## src/hvt_pkg.sv

```systemverilog
// Shared types, constants and width helpers for the homogeneous vertex transform unit.
// Used by every module of the block except hvt_skid; depends on nothing.
package hvt_pkg;

    localparam int MAT_DIM     = 4;
    localparam int MAT_ENTRIES = MAT_DIM * MAT_DIM;
    localparam int LANES       = 3;
    localparam int OP_W        = 2;

    typedef enum logic [OP_W-1:0] {
        OP_LOAD  = 2'd0,
        OP_POINT = 2'd1,
        OP_DIR   = 2'd2
    } hvt_op_t;

    typedef struct packed {
        logic valid;
        logic point;
        logic wzero;
    } hvt_ctl_t;

    // Width of an exact row sum of three products and the scaled w column term.
    function automatic int sum_w(input int cw, input int fb);
        return ((2 * cw > cw + fb) ? 2 * cw : cw + fb) + 2;
    endfunction

    // Magnitude width: must also hold 1.0 at the doubled fraction scale.
    function automatic int mag_w(input int cw, input int fb);
        return (sum_w(cw, fb) > 2 * fb + 1) ? sum_w(cw, fb) : 2 * fb + 1;
    endfunction

    function automatic int quo_w(input int cw);
        return cw + 1;
    endfunction

    function automatic int num_w(input int cw, input int fb);
        return mag_w(cw, fb) + fb + 2;
    endfunction

    function automatic int den_w(input int cw, input int fb);
        return mag_w(cw, fb) + 1;
    endfunction

endpackage

```

## src/hvt_prep.sv

```systemverilog
// Divider setup: magnitudes and signs of the row sums, divisor choice and numerators.
// Depends on hvt_pkg.
module hvt_prep #(
    parameter int CW = 32,
    parameter int FB = 16
) (
    input  logic                     clk,
    input  logic                     rst_n,
    input  logic                     en,
    input  hvt_pkg::hvt_ctl_t        ctl_in,
    input  logic signed [hvt_pkg::sum_w(CW, FB)-1:0] sum [hvt_pkg::MAT_DIM],
    output hvt_pkg::hvt_ctl_t        ctl_out,
    output logic [hvt_pkg::den_w(CW, FB)-1:0] rem [hvt_pkg::LANES],
    output logic [hvt_pkg::quo_w(CW)-1:0]     low [hvt_pkg::LANES],
    output logic [hvt_pkg::den_w(CW, FB)-1:0] den2,
    output logic                     ovf [hvt_pkg::LANES],
    output logic                     neg [hvt_pkg::LANES]
);
    import hvt_pkg::*;

    localparam int SW = sum_w(CW, FB);
    localparam int MW = mag_w(CW, FB);
    localparam int QW = quo_w(CW);
    localparam int NW = num_w(CW, FB);
    localparam int DW = den_w(CW, FB);
    localparam int HW = NW - QW;
    localparam int LW = (HW > DW) ? HW : DW;

    logic [SW-1:0] abs_s [MAT_DIM];
    logic          wz_c;
    logic [MW-1:0] den_c;

    logic [MW-1:0] mag_reg [LANES];
    logic          negn_reg [LANES];
    logic [MW-1:0] den_reg;
    logic          negd_reg;
    hvt_ctl_t      ctl_c_reg;
    hvt_ctl_t      ctl_d_reg;

    logic [DW-1:0] rem_reg [LANES];
    logic [QW-1:0] low_reg [LANES];
    logic [DW-1:0] den2_reg;
    logic          ovf_reg [LANES];
    logic          neg_reg [LANES];

    for (genvar r = 0; r < MAT_DIM; r++)
    begin : g_abs
        assign abs_s[r] = sum[r][SW-1] ? SW'(-sum[r]) : SW'(sum[r]);
    end

    // A direction divides by 1.0 at the product scale, which gives plain rounding.
    // A zero w is replaced by one so the lanes stay defined; the result is masked.
    assign wz_c  = ctl_in.point && (sum[MAT_DIM-1] == '0);
    assign den_c = wz_c         ? MW'(1)
                 : ctl_in.point ? MW'(abs_s[MAT_DIM-1])
                 : (MW'(1) << (2 * FB));

    always_ff @(posedge clk or negedge rst_n)
    begin
        if (!rst_n)
        begin
            ctl_c_reg <= '0;
            ctl_d_reg <= '0;
        end
        else if (en)
        begin
            ctl_c_reg <= '{valid: ctl_in.valid, point: ctl_in.point, wzero: wz_c};
            ctl_d_reg <= ctl_c_reg;
        end
    end

    always_ff @(posedge clk)
    begin
        if (en)
        begin
            den_reg  <= den_c;
            negd_reg <= ctl_in.point && sum[MAT_DIM-1][SW-1];
            den2_reg <= {den_reg, 1'b0};
        end
    end

    for (genvar i = 0; i < LANES; i++)
    begin : g_lane
        logic [NW-1:0] num;
        logic [HW-1:0] hi;

        // Numerator is |s| * 2^(FB+1) + |d| over 2|d|: round half away from zero.
        assign num = (NW'(mag_reg[i]) << (FB + 1)) + NW'(den_reg);
        assign hi  = num[NW-1:QW];

        always_ff @(posedge clk)
        begin
            if (en)
            begin
                mag_reg[i]  <= MW'(abs_s[i]);
                negn_reg[i] <= sum[i][SW-1];
                rem_reg[i]  <= DW'(hi);
                low_reg[i]  <= num[QW-1:0];
                ovf_reg[i]  <= (LW'(hi) >= LW'({den_reg, 1'b0}));
                neg_reg[i]  <= negn_reg[i] ^ negd_reg;
            end
        end

        assign rem[i] = rem_reg[i];
        assign low[i] = low_reg[i];
        assign ovf[i] = ovf_reg[i];
        assign neg[i] = neg_reg[i];
    end

    assign den2    = den2_reg;
    assign ctl_out = ctl_d_reg;

endmodule

```

## config.mk

```make
export PLATFORM = sky130hd
export DESIGN_NAME = hvt_prep
export DESIGN_NICKNAME = d
export VERILOG_FILES = /design/src/hvt_pkg.sv /design/src/hvt_prep.sv
export SDC_FILE = /design/constraint.sdc
export NUM_CORES = 1
export LEC_CHECK = 0
export ABC_AREA = 1
export BUFFER_PORTS_ARGS = -buffer_cell sky130_fd_sc_hd__buf_2
export CORE_MARGIN = 5
export CORE_UTILIZATION = 30
export DETAILED_ROUTE_END_ITERATION = 12
export SKIP_CTS_REPAIR_TIMING = 1
export SLEW_MARGIN = 5
export SYNTH_ARGS = -nofsm -noshare
export SYNTH_HDL_FRONTEND = slang
export SYNTH_SLANG_ARGS = --single-unit
export TNS_END_PERCENT = 50
```

## constraint.sdc

```tcl
create_clock -name clk -period 3.7 [get_ports clk]
set_clock_uncertainty 0.2 [all_clocks]
set_input_delay 0.37 -clock clk [delete_from_list [all_inputs] [get_ports clk]]
set_output_delay 0.37 -clock clk [all_outputs]
set_load 0.005 [all_outputs]
```

After elaboration in Yosys (flattened, before gate mapping)
Memories as Yosys holds them, arrays and structs flattened.
Cells that the tools add are included.

word-level totals
  output and inout bits = 376
  memories = 6
  bits in registers = 139
  bits in writable memories = 459
  logic and storage cells = 44

cells by class
  reductions and logical operators = 5
  multiplexer cells = 7
  add/subtract/negate cells = 7
  bitwise gates (word level) = 5
  magnitude comparators = 3

memories
  memory    words  width  read ports  clocked after Yosys merged registers in  wr ports  line            RTL
  mag_reg   3      66     3           0                                        3         hvt_prep.sv:33  logic [MW-1:0] mag_reg [LANES];
  rem_reg   3      51     3           0                                        3         hvt_prep.sv:40  logic [DW-1:0] rem_reg [LANES];
  low_reg   3      33     3           0                                        3         hvt_prep.sv:41  logic [QW-1:0] low_reg [LANES];
  neg_reg   3      1      3           0                                        3         hvt_prep.sv:44  logic neg_reg [LANES];
  negn_reg  3      1      3           0                                        3         hvt_prep.sv:34  logic negn_reg [LANES];
  ovf_reg   3      1      3           0                                        3         hvt_prep.sv:43  logic ovf_reg [LANES];

operators by type and width
  cell                 count
  $neg A66 Y66         4
  $add A83 B66 Y84     3
  $ge A51 B67 Y1       3
  $mux W66             3
  $logic_not A66 Y1    1
  $mux W65             1
  $mux W33             1
  $reduce_or A3 Y1     1
  $xor A1 B1 Y1        3
  $logic_and A1 B1 Y1  2
  $mux W1              2
  $not A1 Y1           2
  $reduce_or A2 Y1     1

Logic depth before layout (Yosys ltp)
  depth after elaboration = 3
  mapped depth = 30
  gate-level depth less buffers = 30

Worst setup path after synthesis
Ideal clock, no wire load.

  path kind = register to register
  start point = register den_reg[17]
  end point = memory ovf_reg[0][0] (data pin)
  setup slack = 0.203 ns
  cell stages (with the launch flop) = 25
  arrival time = 3.044 ns
  data required time = 3.248 ns
  cell sequence = edfxtp_1 -> ha_1 -> fa_1 -> nand3_1 -> nand2_1 -> a21oi_1 -> o21ai_1 -> nand3_1 -> nand2_1 -> nand2_1 -> nand2_1 -> xor2_1 -> ha_1 -> a21oi_1 -> o21ai_0 -> nor2_1 -> nand2_1 -> nand2_1 -> nand2_1 -> nand2_1 -> nand2_1 -> nand2_1 -> nand2_1 -> nand2_1 -> nand2_1

RTL lines
  item                    line            RTL
  start, declared         hvt_prep.sv:35  logic [MW-1:0] den_reg;
  start signal, assigned  hvt_prep.sv:76  den_reg <= den_c;
  end, declared           hvt_prep.sv:43

==> impl_metrics.toml <==
[sta]
post-route-min-period_ns = 4.01
tightest_slew_ns = 0.943
hold_viol = 10
drv_slew = 0
rsz0062_at_grt = "true"
fin_ws_ns = -0.305
whs_ns = -0.0760
setup_tns_ns = -0.850
period_share_pct = 108
slew_headroom_pct = 36.5
max_freq_ghz = 0.250
finalSetupViolations = 3

[detailed_routing]
drt-pass1-iter-count = 8
wire_per_inst_um = 24.2
antenna_left = 0
finalWirelength_um = 228000
post-route-drc-count = 0
drt_iter0_drc = 4133
vias = 47117
via_per_inst = 5.01

[logic_synthesis]
avgSynthCellArea_sq_um = 7.79
synth_edf_count = 541
ys_warn_count = 0
synthFlopType = "edfxtp_1"
ys_ff_latch = 547
ys_seq_area_share_pct = 38.2
async_flop_share_pct = 1.10
syn-instance-count = 5504
yosysUniqueCellTypes = 60
netlist_area_sq_um = 42900

[floorplanning]
die_w_um = 388
ios = 646
rows = 138
core_sq_um = 142000
start_util_pct = 30.2
die-area_sq_um = 151000
die_y_um = 388

[power_and_ir_drop]
leakagePower_uw = 0.0288
vdd_drop_max_uv = 371
p_per_area_nw_per_um2 = 446

[placement]
io_buffers = 595
gp_congestion = 1.01
hpwl_um = 192000

[critical_path]
reg2reg_slack_ns = -0.31
crit_top_cell = "nand2_1"
cp.arrival_ns = 4.36
crit_required_ns = 4.06
crit_path_max_fanout = 3
cpPeakStageDelay_ns = 0.45
worstSetupPathType = "reg2reg"
path_cells = "buf_4, ha_4, nand2_1, nor2_1, inv_1, buf_4, nor3_1, nand2_1, nand2_2, nand4_1, nand3_1, nand2_2, ha_4, nand2_1, nor2_2, nand2_2, nor4_2, buf_4, nand3_2, nor2_1, nand3_1, nand2_1"
crit_buf_inv = 4
cp_top_family = "simple AND/OR/NAND/NOR gates"
slowest_stage = "edfxtp_1"
crit_path_end_kind = "register"
cp-start-kind = "register"

[clock_network]
clk_pin_slew_worst_paths_ns = 0.07
cts_buffers = 67
clock_path_buffers = 3
clock_latency_ns = 0.70
clock_sinks = 547
htreeDepth = 3
tritoncts = "done"
root_buffer = "clkbuf_16"

[global_route]
grt_pass1_vias = 43809
grt_first_pass_wirelength_um = 308000
grt_use_total_pct = 28.2
overflow = 0
grt_max_degree = 108
antenna_found_initial = 13

[outcome]
violations = "hold timing, setup timing"
outcome = "finished with violations"

[run]
cap_violations = 0

[finish]
layout.nets = 8033
utilization_pct = 46.1
largest_reg_flops = 198
drive_above_1_share_pct = 35.9
syn2layout_area_growth_pct = 52.3

[min_path]
hold_path.class = "in2reg"
metal layers:
metal,wire [um],track usage (%),part of all wire [%],vias up
met4,12300,11.8,5.4,0
li1,-,-,-,22208
met5,0,0,0,-
met2,105000,46.7,46,1819
met1,96000,37.1,42,22698
met3,14200,3.89,6.2,392
stage by stage:
stage / hold slack [ns] / cells / total power [uW] / cell area [sq um] / setup WS, ns
floorplan: -0.126 / 5552 / 12800 / 43100 / 0.203
global placement: -0.000977 / 9028 / 20200 / 56400 / -0.764
detailed placement: 0.00240 / 9028 / 20200 / 56400 / -0.715
CTS: -0.741 / 9148 / 27200 / 58600 / -0.723
global route: -0.00677 / 9400 / 30400 / 65300 / -0.491
finish: -0.0760 / 9409 / 29100 / 65300 / -0.305
layout by cell type (no fill, tap or decap), types with 24 or more instances in the layout:
cell type | Yosys | final
buf_4 | 107 | 1122
nand2_1 | 1150 | 1030
inv_1 | 767 | 733
nor2_1 | 768 | 632
buf_2 | 2 | 594
edfxtp_1 | 541 | 541
xor2_1 | 328 | 294
nand3_1 | 265 | 236
a21oi_1 | 354 | 226
dlygate4sd3_1 | 0 | 191
ha_1 | 301 | 180
o21ai_0 | 226 | 145
nand4_1 | 130 | 130
nor2_2 | 14 | 122
a21oi_2 | 4 | 121
nand2_2 | 17 | 120
ha_4 | 0 | 113
nor3_1 | 136 | 110
o21ai_1 | 27 | 75
clkbuf_16 | 0 | 69
conb_1 | 1 | 49
nor2_4 | 14 | 42
xnor2_1 | 41 | 36
o21bai_1 | 51 | 35
buf_12 | 0 | 35
inv_2 | 1 | 33
o21ai_2 | 5 | 32
buf_6 | 0 | 32
nand3_2 | 9 | 31
nor4_1 | 43 | 29
o21a_1 | 24 | 24
power by group:
| part | switching, uW | internal (uW) |
|---|---|---|
| registers | 610 | 7940 |
| logic | 7590 | 6110 |
| clock network | 2880 | 4010 |
cell type report:
| cell class | count | area (sq um) |
|---|---|---|
| clock inverters | 45 | 509 |
| clock buffers | 75 | 1750 |
| inverters | 768 | 2890 |
| well taps | 1890 | 2360 |
| multi-input cells | 4098 | 27000 |
| flip-flops and latches | 547 | 16400 |
| repair buffers | 1977 | 14400 |
| diodes | 9 | 22.5 |
| fillers | 13896 | 76400 |
final timing paths:
path                             startpoint              end  cells after the start
worst max-delay path            den_reg[38]    ovf_reg[0][1]                     22
worst min-delay path               sum[188]  mag_reg[0][122]                      4
worst max register to register  den_reg[38]    ovf_reg[0][1]                     22
worst min register to register   den_reg[8]          den2[9]                      0
max in group asynchronous             rst_n       ctl_out[0]                      3
min in group asynchronous             rst_n       ctl_out[1]                      3
Yosys cell counts, types with 22 or more instances:
master | instances | area (sq um)
xnor2_1 | 41 | 359
o21a_1 | 24 | 180
nand4_1 | 130 | 813
o21ai_0 | 226 | 1130
buf_4 | 107 | 803
nor2_1 | 768 | 2880
edfxtp_1 | 541 | 16200
nand3_1 | 265 | 1330
o21ai_1 | 27 | 135
ha_1 | 301 | 3770
clkbuf_1 | 25 | 93.8
a21o_1 | 25 | 188
o21bai_1 | 51 | 383
nor3_1 | 136 | 681
nor4_1 | 43 | 269
a31oi_1 | 22 | 138
nand2_1 | 1150 | 4320
a21oi_1 | 354 | 1770
inv_1 | 767 | 2880
xor2_1 | 328 | 2870
cell families (layout without fill, tap and decap cells):
| logic type | count (synthesis) | count (layout) | synth area share (%) |
|---|---|---|---|
| buffers and inverters | 907 | 2865 | 8.88 |
| DFF | 547 | 547 | 38.2 |
| adders and majority gates | 304 | 304 | 8.92 |
| and+or+nand+nor | 2593 | 2593 | 26.1 |
| xor gates and xnor gates | 369 | 369 | 7.54 |
| other | 1 | 58 | 0.00875 |
| AOI/OAI and AO/OA | 783 | 783 | 10.3 |
worst reg2reg max path, stage by stage, from the launching register on:
cell and delay (ns):
edfxtp_1 0.45, buf_4 0.22, ha_4 0.29, nand2_1 0.08, nor2_1 0.16, inv_1 0.12, buf_4 0.15, nor3_1 0.17
nand2_1 0.11, nand2_2 0.16, nand4_1 0.23, nand3_1 0.17, nand2_2 0.10, ha_4 0.28, nand2_1 0.07, nor2_2 0.12
nand2_2 0.07, nor4_2 0.21, buf_4 0.18, nand3_2 0.07, nor2_1 0.12, nand3_1 0.09, nand2_1 0.07
No activity file was read; power rests on OpenSTA's default activity.
