`config.mk`:
```
export PLATFORM = sky130hd
export DESIGN_NAME = hvt_skid
export DESIGN_NICKNAME = d
export VERILOG_FILES = /design/src/hvt_skid.sv
export SDC_FILE = /design/constraint.sdc
export NUM_CORES = 1
export LEC_CHECK = 0
export BUFFER_PORTS_ARGS = -buffer_cell sky130_fd_sc_hd__buf_4
export CAP_MARGIN = 20
export CORE_MARGIN = 1.5
export CORE_UTILIZATION = 58
export CTS_BUF_LIST = sky130_fd_sc_hd__clkbuf_4 sky130_fd_sc_hd__clkbuf_8
export DETAILED_ROUTE_END_ITERATION = 10
export PLACE_DENSITY = 0.87
export RECOVER_POWER = 50
export SLEW_MARGIN = 20
export SYNTH_ARGS = -nofsm -noshare
export SYNTH_HDL_FRONTEND = slang
export SYNTH_SLANG_ARGS = --single-unit
```
`constraint.sdc`:
```
create_clock -name clk -period 9.6 [get_ports clk]
set_clock_uncertainty 0.15 [all_clocks]
set_input_delay 0.48 -clock clk [delete_from_list [all_inputs] [get_ports clk]]
set_output_delay 0.48 -clock clk [all_outputs]
set_load 0.03 [all_outputs]
```
`src/hvt_skid.sv`:
```
// Output register with one skid entry; its fill state freezes the pipeline.
// Does not depend on hvt_pkg.
module hvt_skid #(
    parameter int W = 98
) (
    input  logic         clk,
    input  logic         rst_n,
    input  logic         in_valid,
    input  logic [W-1:0] in_data,
    output logic         en,
    output logic         out_valid,
    input  logic         out_ready,
    output logic [W-1:0] out_data
);
    logic         out_valid_reg;
    logic         out_valid_next;
    logic         skid_valid_reg;
    logic         skid_valid_next;
    logic [W-1:0] out_data_reg;
    logic [W-1:0] skid_data_reg;
    logic         produce;
    logic         load_out;
    logic         load_skid;

    assign en      = !skid_valid_reg;
    assign produce = in_valid && en;

    always_comb
    begin
        out_valid_next  = out_valid_reg;
        skid_valid_next = skid_valid_reg;
        load_out        = 1'b0;
        load_skid       = 1'b0;
        if (skid_valid_reg)
        begin
            if (out_ready)
            begin
                skid_valid_next = 1'b0;
            end
        end
        else if (produce)
        begin
            if (!out_valid_reg || out_ready)
            begin
                out_valid_next = 1'b1;
                load_out       = 1'b1;
            end
            else
            begin
                skid_valid_next = 1'b1;
                load_skid       = 1'b1;
            end
        end
        else if (out_ready)
        begin
            out_valid_next = 1'b0;
        end
    end

    always_ff @(posedge clk or negedge rst_n)
    begin
        if (!rst_n)
        begin
            out_valid_reg  <= 1'b0;
            skid_valid_reg <= 1'b0;
        end
        else
        begin
            out_valid_reg  <= out_valid_next;
            skid_valid_reg <= skid_valid_next;
        end
    end

    always_ff @(posedge clk)
    begin
        if (load_out)
        begin
            out_data_reg <= in_data;
        end
        else if (skid_valid_reg && out_ready)
        begin
            out_data_reg <= skid_data_reg;
        end
        if (load_skid)
        begin
            skid_data_reg <= in_data;
        end
    end

    assign out_valid = out_valid_reg;
    assign out_data  = out_data_reg;

    a_skid_needs_out: assert property (@(posedge clk) disable iff (!rst_n)
        skid_valid_reg |-> out_valid_reg)
        else $error("skid entry held while output register empty");

    a_stall_fills_skid: assert property (@(posedge clk) disable iff (!rst_n)
        (produce && out_valid_reg && !out_ready) |=> skid_valid_reg)
        else $error("word produced during stall was not kept");

    a_skid_drains: assert property (@(posedge clk) disable iff (!rst_n)
        (skid_valid_reg && out_ready) |=> (!skid_valid_reg && out_valid_reg))
        else $error("skid entry did not move to the output register");

endmodule

```
# Word-level counts from Yosys, hierarchy flattened
# Index checks and enable logic that the tools add are counted.
[word_totals]
regBits = 198
latch_bits = 0
ramBits = 0
mem_bits_ro = 0
inputBits = 102
out_inout_bits = 100
elab_cells = 27
mem_count = 0
[classes]
addsub = 0
n_mul = 0
div = 0
n_lt_le_gt_ge = 0
eq_ne = 1
shift = 0
n_mux = 13
bitwise = 1
n_reduce_logical = 8
[op_table]
columns = ["op", "n"]
rows = [
  ["2-to-1 mux 98 bit", 2],
  ["2-to-1 mux 1 bit", 11],
  ["nonzero test 2 bit", 2],
  ["AND reduction 3 bit", 1],
  ["logical AND 1 bit", 2],
  ["logical NOT 1 bit", 2],
  ["inequality test 2 x 1 -> 1 bit, second input constant", 1],
  ["logical OR 1 bit", 1],
  ["inverter 1 bit", 1],
]

# Longest topological paths before layout
# Gate-level depths: netlist (run 1).
[logic_depth]
word_depth = 6
ltp_mapped = 5

# Worst setup path before layout (run 1)
# OpenSTA, ideal clock, no wires.
[synth_timing]
kind = "reg2reg"
start = "register skid_valid_reg"
end = "register skid_data_reg[0], enable pin"
t_arrival_ns = 4.850
t_required_ns = 8.894
slack_ns = 4.044
path_stages_with_launch = 4
path_buffers = 0
cell_sequence = "dfrtp_1 inv_1 nand2_1 nor2_1"
[synth_via]
elab_chain_cells = 4
[synth_lines]
columns = ["element", "line_no", "rtl"]
rows = [
  ["start, declared", "17", "logic skid_valid_reg;"],
  ["start signal, assigned", "70", "skid_valid_reg <= skid_valid_next;"],
  ["logical NOT 1 bit", "25", "assign en = !skid_valid_reg;"],
  ["via en", "10", "output logic en,"],
  ["logical AND 1 bit", "26", "assign produce = in_valid && en;"],
  ["2-to-1 mux 1 bit", "41", "else if (produce)"],
  ["2-to-1 mux 1 bit", "34", "if (skid_valid_reg)"],
  ["via load_skid", "23", "logic load_skid;"],
  ["end signal, assigned", "86", "skid_data_reg <= in_data;"],
  ["end, declared", "20", "logic [W-1:0] skid_data_reg;"],
]
# The timed path passes the listed nets, and every way through them passes these cells.
# A chain may end at the register's enable or synchronous reset.

# Final worst setup path (run 1)
[layout_timing]
start = "register skid_valid_reg"
end = "register skid_data_reg[54], enable pin"
[layout_via]
elab_chain_cells = 4
[layout_lines]
columns = ["element", "line_no"]
rows = [
  ["logical NOT 1 bit", "25"],
  ["logical AND 1 bit", "26"],
  ["2-to-1 mux 1 bit", "41"],
  ["2-to-1 mux 1 bit (*)", "34"],
  ["via load_skid", "23"],
]
# The timed path passes the listed nets; every way through them passes the cells marked *.

==> results of run 1 <==
## kinds of logic (layout without fill, tap and decap cells)
group | count (synthesis) | in the layout | share of synthesized area [%]
muxes | 98 | 98 | 16.27
buffers and inverters | 12 | 239 | 1.053
and+or+nand+nor | 7 | 7 | 0.4837
DFF | 198 | 198 | 81.93
AOI/OAI and AO/OA | 3 | 3 | 0.2590
## final cells by class
cell class	count	share of cell area (%)
Sequential cell	198	67.25
Clock inverter	11	1.786
Timing Repair Buffer	206	11.60
Clock buffer	20	2.906
Inverter	2	0.08506
Tap cell	168	2.382
Multi-Input combinational cell	108	13.99
## how the worst min path moves through the flow
stage	start	to
CTS	in_data[52]	skid_data_reg[52]
floorplan	rst_n	out_valid
global route	out_ready	skid_valid_reg
detailed placement	rst_n	skid_valid_reg
finish	out_ready	skid_valid_reg
global placement	rst_n	skid_valid_reg
## cells in the mapped netlist (all sizes together)
cell type and instances:
a21oi 1, dfrtp 2, inv 2, nand2b 1, nand3 1, nand2 2, buf 10, edfxtp 196
o22a 1, o21ai 1, nor2 3, mux2 98
## stage by stage
| step | hold slack, ps | util (%) | power [mW] | worst slack, ps |
|---|---|---|---|---|
| global route | 16.49 | 72.87 | 1.925 | 6134 |
| CTS | 10.50 | 77.39 | 1.921 | 6941 |
| global placement | 112.4 | 73.88 | 1.364 | 6723 |
| finish | 40.83 | 72.87 | 1.862 | 6408 |
| floorplan | 34.41 | - | 1.251 | 4044 |
| detailed placement | 115.2 | 73.88 | 1.374 | 6677 |
## repair_timing
item | 4_1_cts | 5_1_grt
hold buffers | 1 | 0
setup endpoints to repair | 0 | 0
endpoints found under the hold margin | 2 | 0
## power groups by stage
stage	Clock, mW	Combinational [mW]	Sequential (mW)
floorplan	0	0.0896	1.16
global placement	0	0.294	1.07
detailed placement	0	0.302	1.07
CTS	0.565	0.303	1.05
global route	0.595	0.271	1.06
finish	0.554	0.255	1.05
## metal layers
metal | global-route usage (%) | up-vias
li1 | - | 1697
met1 | 26.89 | 1820
met2 | 33.93 | 176
met3 | 7.538 | 23
met4 | 10.45 | 0
met5 | 0 | -
==> flow_metrics.env, run 1 <==
export IMPL_crit_fanout=45
export IMPL_routed_wl_um=13540
export IMPL_io_buffer_count=201
export IMPL_die_w_um=114.8
export IMPL_dp_hpwl_um=9055
export IMPL_syn_cell_area_um2=7244
export IMPL_endpoint_kind="flop"
export IMPL_finalSetupViolCount=0
export IMPL_via_per_inst=5.212
export IMPL_cts_setup_buffers=0
export IMPL_area_growth_pct=21.83
export IMPL_hold_depth=2
export IMPL_drv_slew=46
export IMPL_gp_congestion=0.7445
export IMPL_start_util_pct=59.81
export IMPL_clock_fmax_mhz=313.2
export IMPL_timing_rr_end="skid_data_reg[54]"
export IMPL_tightest_slew_ps=2577
export IMPL_grt_pass1_wl_um=20310
export IMPL_cp_arrival_ps=3080
export IMPL_dpl_cell_count=681
export IMPL_irDropWorstVdd_v=0.0001281
export IMPL_synth_cell_types=14
export IMPL_yosysTopAreaCellShare_pct=81.24
export IMPL_filler_cell_count=832
export IMPL_rows=40
export IMPL_grt_max_degree=85
export IMPL_clkTransAtPathRegs_ps=90
export IMPL_crit_end="skid_data_reg[54]"
export IMPL_clockRootBuffer="clkbuf_8"
export IMPL_die_h_um=114.8
export IMPL_seq_area_um2=5936
export IMPL_wl_met2_um=6837
export IMPL_ys_seq_area_share_pct=81.93
export IMPL_num_antenna_cells=0
export IMPL_combPwrFrac_pct=13.7
export IMPL_power_leakage_nw=3.073
export IMPL_crit_chain="inv_1 -> nand2_1 -> nor2_4 -> clkbuf_1"
export IMPL_rsz0062_at_grt="false"
export IMPL_hold_violations=0
export IMPL_cts_sinks=198
export IMPL_max_slew_margin_pct=-71.79
export IMPL_synthDominantAreaCellType="edfxtp_1"
export IMPL_avgRoutedWirePerCell_um=18.99
export IMPL_syn_area_per_cell_um2=22.78
export IMPL_insertion_delay_ps=460
export IMPL_ys_ff_latch=198
export IMPL_cp_start_kind="flop"
export IMPL_cp_data_required_time_ps=9480
export IMPL_vias=3716
export IMPL_crit_path_top_delay_cell="clkbuf_1"
export IMPL_violations="capacitance limit, slew limit"
export IMPL_hold_path_class="in2reg"
export IMPL_die_area_um2=13170
export IMPL_fin_crit_sh_pct=33.26
export IMPL_crit_cells=4
export IMPL_r2r_start="skid_valid_reg"
export IMPL_drtIter0Drc=280
export IMPL_synth_nets=420
export IMPL_p_switching_uw=459.8
export IMPL_outcome="complete, but fails checks"
export IMPL_grt_pass1_vias=3864
export IMPL_clockPowerShare_pct=29.8
export IMPL_power_density_nw_per_um2=211.0
export IMPL_grt_overflow=0
export IMPL_finalSetupTns_ps=0
export IMPL_layout_cells_non_filler=713
export IMPL_cts_buffers=17
export IMPL_path_delay_family="buffers and inverters"
export IMPL_ant_nets=0
export IMPL_cts_tree="yes"
export IMPL_num_io_pins=202
export IMPL_startpoint="skid_valid_reg"
export IMPL_critical_path_class="reg2reg"
export IMPL_sw_frac_of_total_pct=24.69
export IMPL_wl_met1_um=5330
export IMPL_seqPwrFrac_pct=56.5
export IMPL_htreeDepth=4
export IMPL_maxCapViolations=1
export IMPL_reg2reg_slack_ps=6410
export IMPL_fin_crit_ps=3192
export IMPL_synth_area_leaders="edfxtp_1 81%, mux2_2 12%, mux2_4 4.1%, dfrtp_1 0.69%, buf_2 0.48%"
export IMPL_cts_max_path_buffers=2
export IMPL_final_cell_mix="196 x edfxtp_1, 141 x clkbuf_1, 78 x mux2_2, 62 x clkbuf_4, 20 x mux2_4"
export IMPL_fin_nets=635
export IMPL_drc=0
export IMPL_grt_usage_pct=21.47
export IMPL_antenna_found_initial=0
export IMPL_multi_input_area_um2=1235
export IMPL_worstRegToRegCells=4
export IMPL_wl_met3_um=1080
export IMPL_core_area_um2=12110
export IMPL_fin_area_um2=8826
export IMPL_maxUsedRoutingLayer="met4"
export IMPL_synth_cells=318
export IMPL_place_area_um2=8949
export IMPL_ctsResizeCount=0
export IMPL_max_stage_delay_ps=1820
export IMPL_drive_gt1_share_pct=35.05
export IMPL_layout_commonest_cell="edfxtp_1"
export IMPL_yosysWarningCount=0
export IMPL_dr_pass1_iters=4
export IMPL_power_internal_mw=1.402
export IMPL_crit_buf_inv=2
Note: power is estimated with default switching activity, not from simulation.
==> run 2, diff against run 1 <==
--- a/config.mk
+++ b/config.mk
@@ -8,10 +8,10 @@
 export BUFFER_PORTS_ARGS = -buffer_cell sky130_fd_sc_hd__buf_4
 export CAP_MARGIN = 20
 export CORE_MARGIN = 1.5
-export CORE_UTILIZATION = 58
+export CORE_UTILIZATION = 54
 export CTS_BUF_LIST = sky130_fd_sc_hd__clkbuf_4 sky130_fd_sc_hd__clkbuf_8
 export DETAILED_ROUTE_END_ITERATION = 10
-export PLACE_DENSITY = 0.87
+export PLACE_DENSITY = 0.82
 export RECOVER_POWER = 50
 export SLEW_MARGIN = 20
 export SYNTH_ARGS = -nofsm -noshare
==> constraint.sdc (replaced) <==
create_clock -name clk -period 3.2 [get_ports clk]
set_clock_uncertainty 0.15 [all_clocks]
set_input_delay 0.16 -clock clk [delete_from_list [all_inputs] [get_ports clk]]
set_output_delay 0.16 -clock clk [all_outputs]
set_load 0.03 [all_outputs]
==> flow_metrics.env, run 2 (same netlist as run 1, synthesis figures left out) <==
export IMPL_outcome="finished, final reports clean"
export IMPL_cp_data_required_time_ps=3110
export IMPL_rows=42
export IMPL_rsz0062_at_grt="false"
export IMPL_endpoint_kind="flop"
export IMPL_cts_sinks=198
export IMPL_crit_fanout=56
export IMPL_ctsResizeCount=0
export IMPL_die_w_um=118.8
export IMPL_ctsHoldBuffers=103
export IMPL_drv_slew=0
export IMPL_power_leakage_nw=3.535
export IMPL_dr_pass1_iters=4
export IMPL_wl_met1_um=6306
export IMPL_tightest_slew_ps=1480
export IMPL_grt_max_degree=99
export IMPL_holdWs_ps=289.4
export IMPL_area_growth_pct=37.34
export IMPL_clock_fmax_mhz=414.0
export IMPL_max_slew_margin_pct=1.309
export IMPL_layout_commonest_cell="edfxtp_1"
export IMPL_grt_pass1_vias=4515
export IMPL_drive_gt1_share_pct=30.20
export IMPL_post_route_worst_setup_slack_ps=784.4
export IMPL_cts_buffers=17
export IMPL_avgRoutedWirePerCell_um=19.81
export IMPL_drc=0
export IMPL_total_power_mw=5.876
export IMPL_die_area_um2=14120
export IMPL_final_cell_mix="196 x edfxtp_1, 143 x clkbuf_1, 103 x dlygate4sd3_1, 78 x mux2_2, 59 x clkbuf_4"
export IMPL_num_antenna_cells=0
export IMPL_fin_crit_ps=2416
export IMPL_maxUsedRoutingLayer="met4"
export IMPL_finalSetupViolCount=0
export IMPL_cp_start_kind="flop"
export IMPL_cp_arrival_ps=2330
export IMPL_clockRootBuffer="clkbuf_8"
export IMPL_hold_violations=0
export IMPL_fin_crit_sh_pct=75.49
export IMPL_vias=4210
export IMPL_cts_max_path_buffers=2
export IMPL_irDropWorstVdd_v=0.0004013
export IMPL_ant_nets=0
export IMPL_grt_usage_pct=23.83
export IMPL_cts_tree="yes"
export IMPL_reg2reg_slack_ps=780
export IMPL_grt_pass1_wl_um=24950
export IMPL_start_util_pct=54.92
export IMPL_via_per_inst=5.103
export IMPL_io_buffer_count=201
export IMPL_finalSetupTns_ps=0
export IMPL_power_density_nw_per_um2=590.6
export IMPL_grt_overflow=0
export IMPL_fin_nets=738
export IMPL_cts_setup_buffers=0
export IMPL_maxCapViolations=0
export IMPL_routed_wl_um=16350
export IMPL_pre_cts_slack_ps=1127
export IMPL_gp_congestion=0.7978
export IMPL_dp_hpwl_um=8648
export IMPL_num_io_pins=202
export IMPL_antenna_found_initial=0
export IMPL_htreeDepth=4
export IMPL_wl_met3_um=1081
export IMPL_drtIter0Drc=338
export IMPL_critical_path_class="reg2reg"
export IMPL_insertion_delay_ps=460
export IMPL_hold_path_class="in2reg"
export IMPL_die_h_um=118.8
export IMPL_core_area_um2=13190
export IMPL_wl_met2_um=8600
export IMPL_clkTransAtPathRegs_ps=100
[run 2: cell count changes in the layout (fill, tap and decap cells not counted), moves of 2 or more]
cell / previous run / this run
dlygate4sd3_1: 1 / 103
clkbuf_8: 17 / 22
clkbuf_4: 62 / 59
clkinv_1: 3 / 0
buf_12: 0 / 2
clkbuf_1: 141 / 143
[run 2: layout make-up]
class,count,area [um^2]
Tap cell,176,220.2
Clock inverter,7,141.4
Fill cell,879,3241
Clock buffer,25,325.3
Inverter,2,7.507
Timing Repair Buffer,309,2063
Multi-Input combinational cell,108,1256
Sequential cell,198,5936
[run 2: final timing paths]
check                                  start                 to  cells past startpoint
max                                out_valid        out_data[6]                      3
min                              in_data[31]  skid_data_reg[31]                      2
max reg2reg                        out_valid        out_data[6]                      3
min reg2reg                skid_data_reg[92]       out_data[92]                      1
max in group asynchronous              rst_n          out_valid                      3
min in group asynchronous              rst_n     skid_valid_reg                      3
[run 2: worst max-delay path, cell delays in order, from the launching register on]
cell and delay, ps:
dfrtp_1 440, nor2_1 150, o22a_4 160, clkbuf_2 1050
[run 2: power breakdown]
group	switching (mW)	internal, mW	leakage, nW
Combinational	0.566	0.333	1.43
Clock	0.835	0.984	0.237
Sequential	0.0597	3.10	1.87
Total	1.46	4.42	3.54
[run 2: per-stage QoR]
stage                     utilization (%)  instance area, um^2  cells
final                               75.43                 9950    825
after global routing                75.43                 9950    825
after CTS                           79.61                10500    825
after detailed placement            68.26                 9004    690
after global placement              68.26                 9004    690
after floorplan                         -                 7253    318
[run 2: routing by layer]
layer	global-route usage (%)	vias to the layer above
met2	42.48	180
li1	-	1900
met4	6.627	0
met1	27.82	2096
met3	7.711	34
met5	0	-
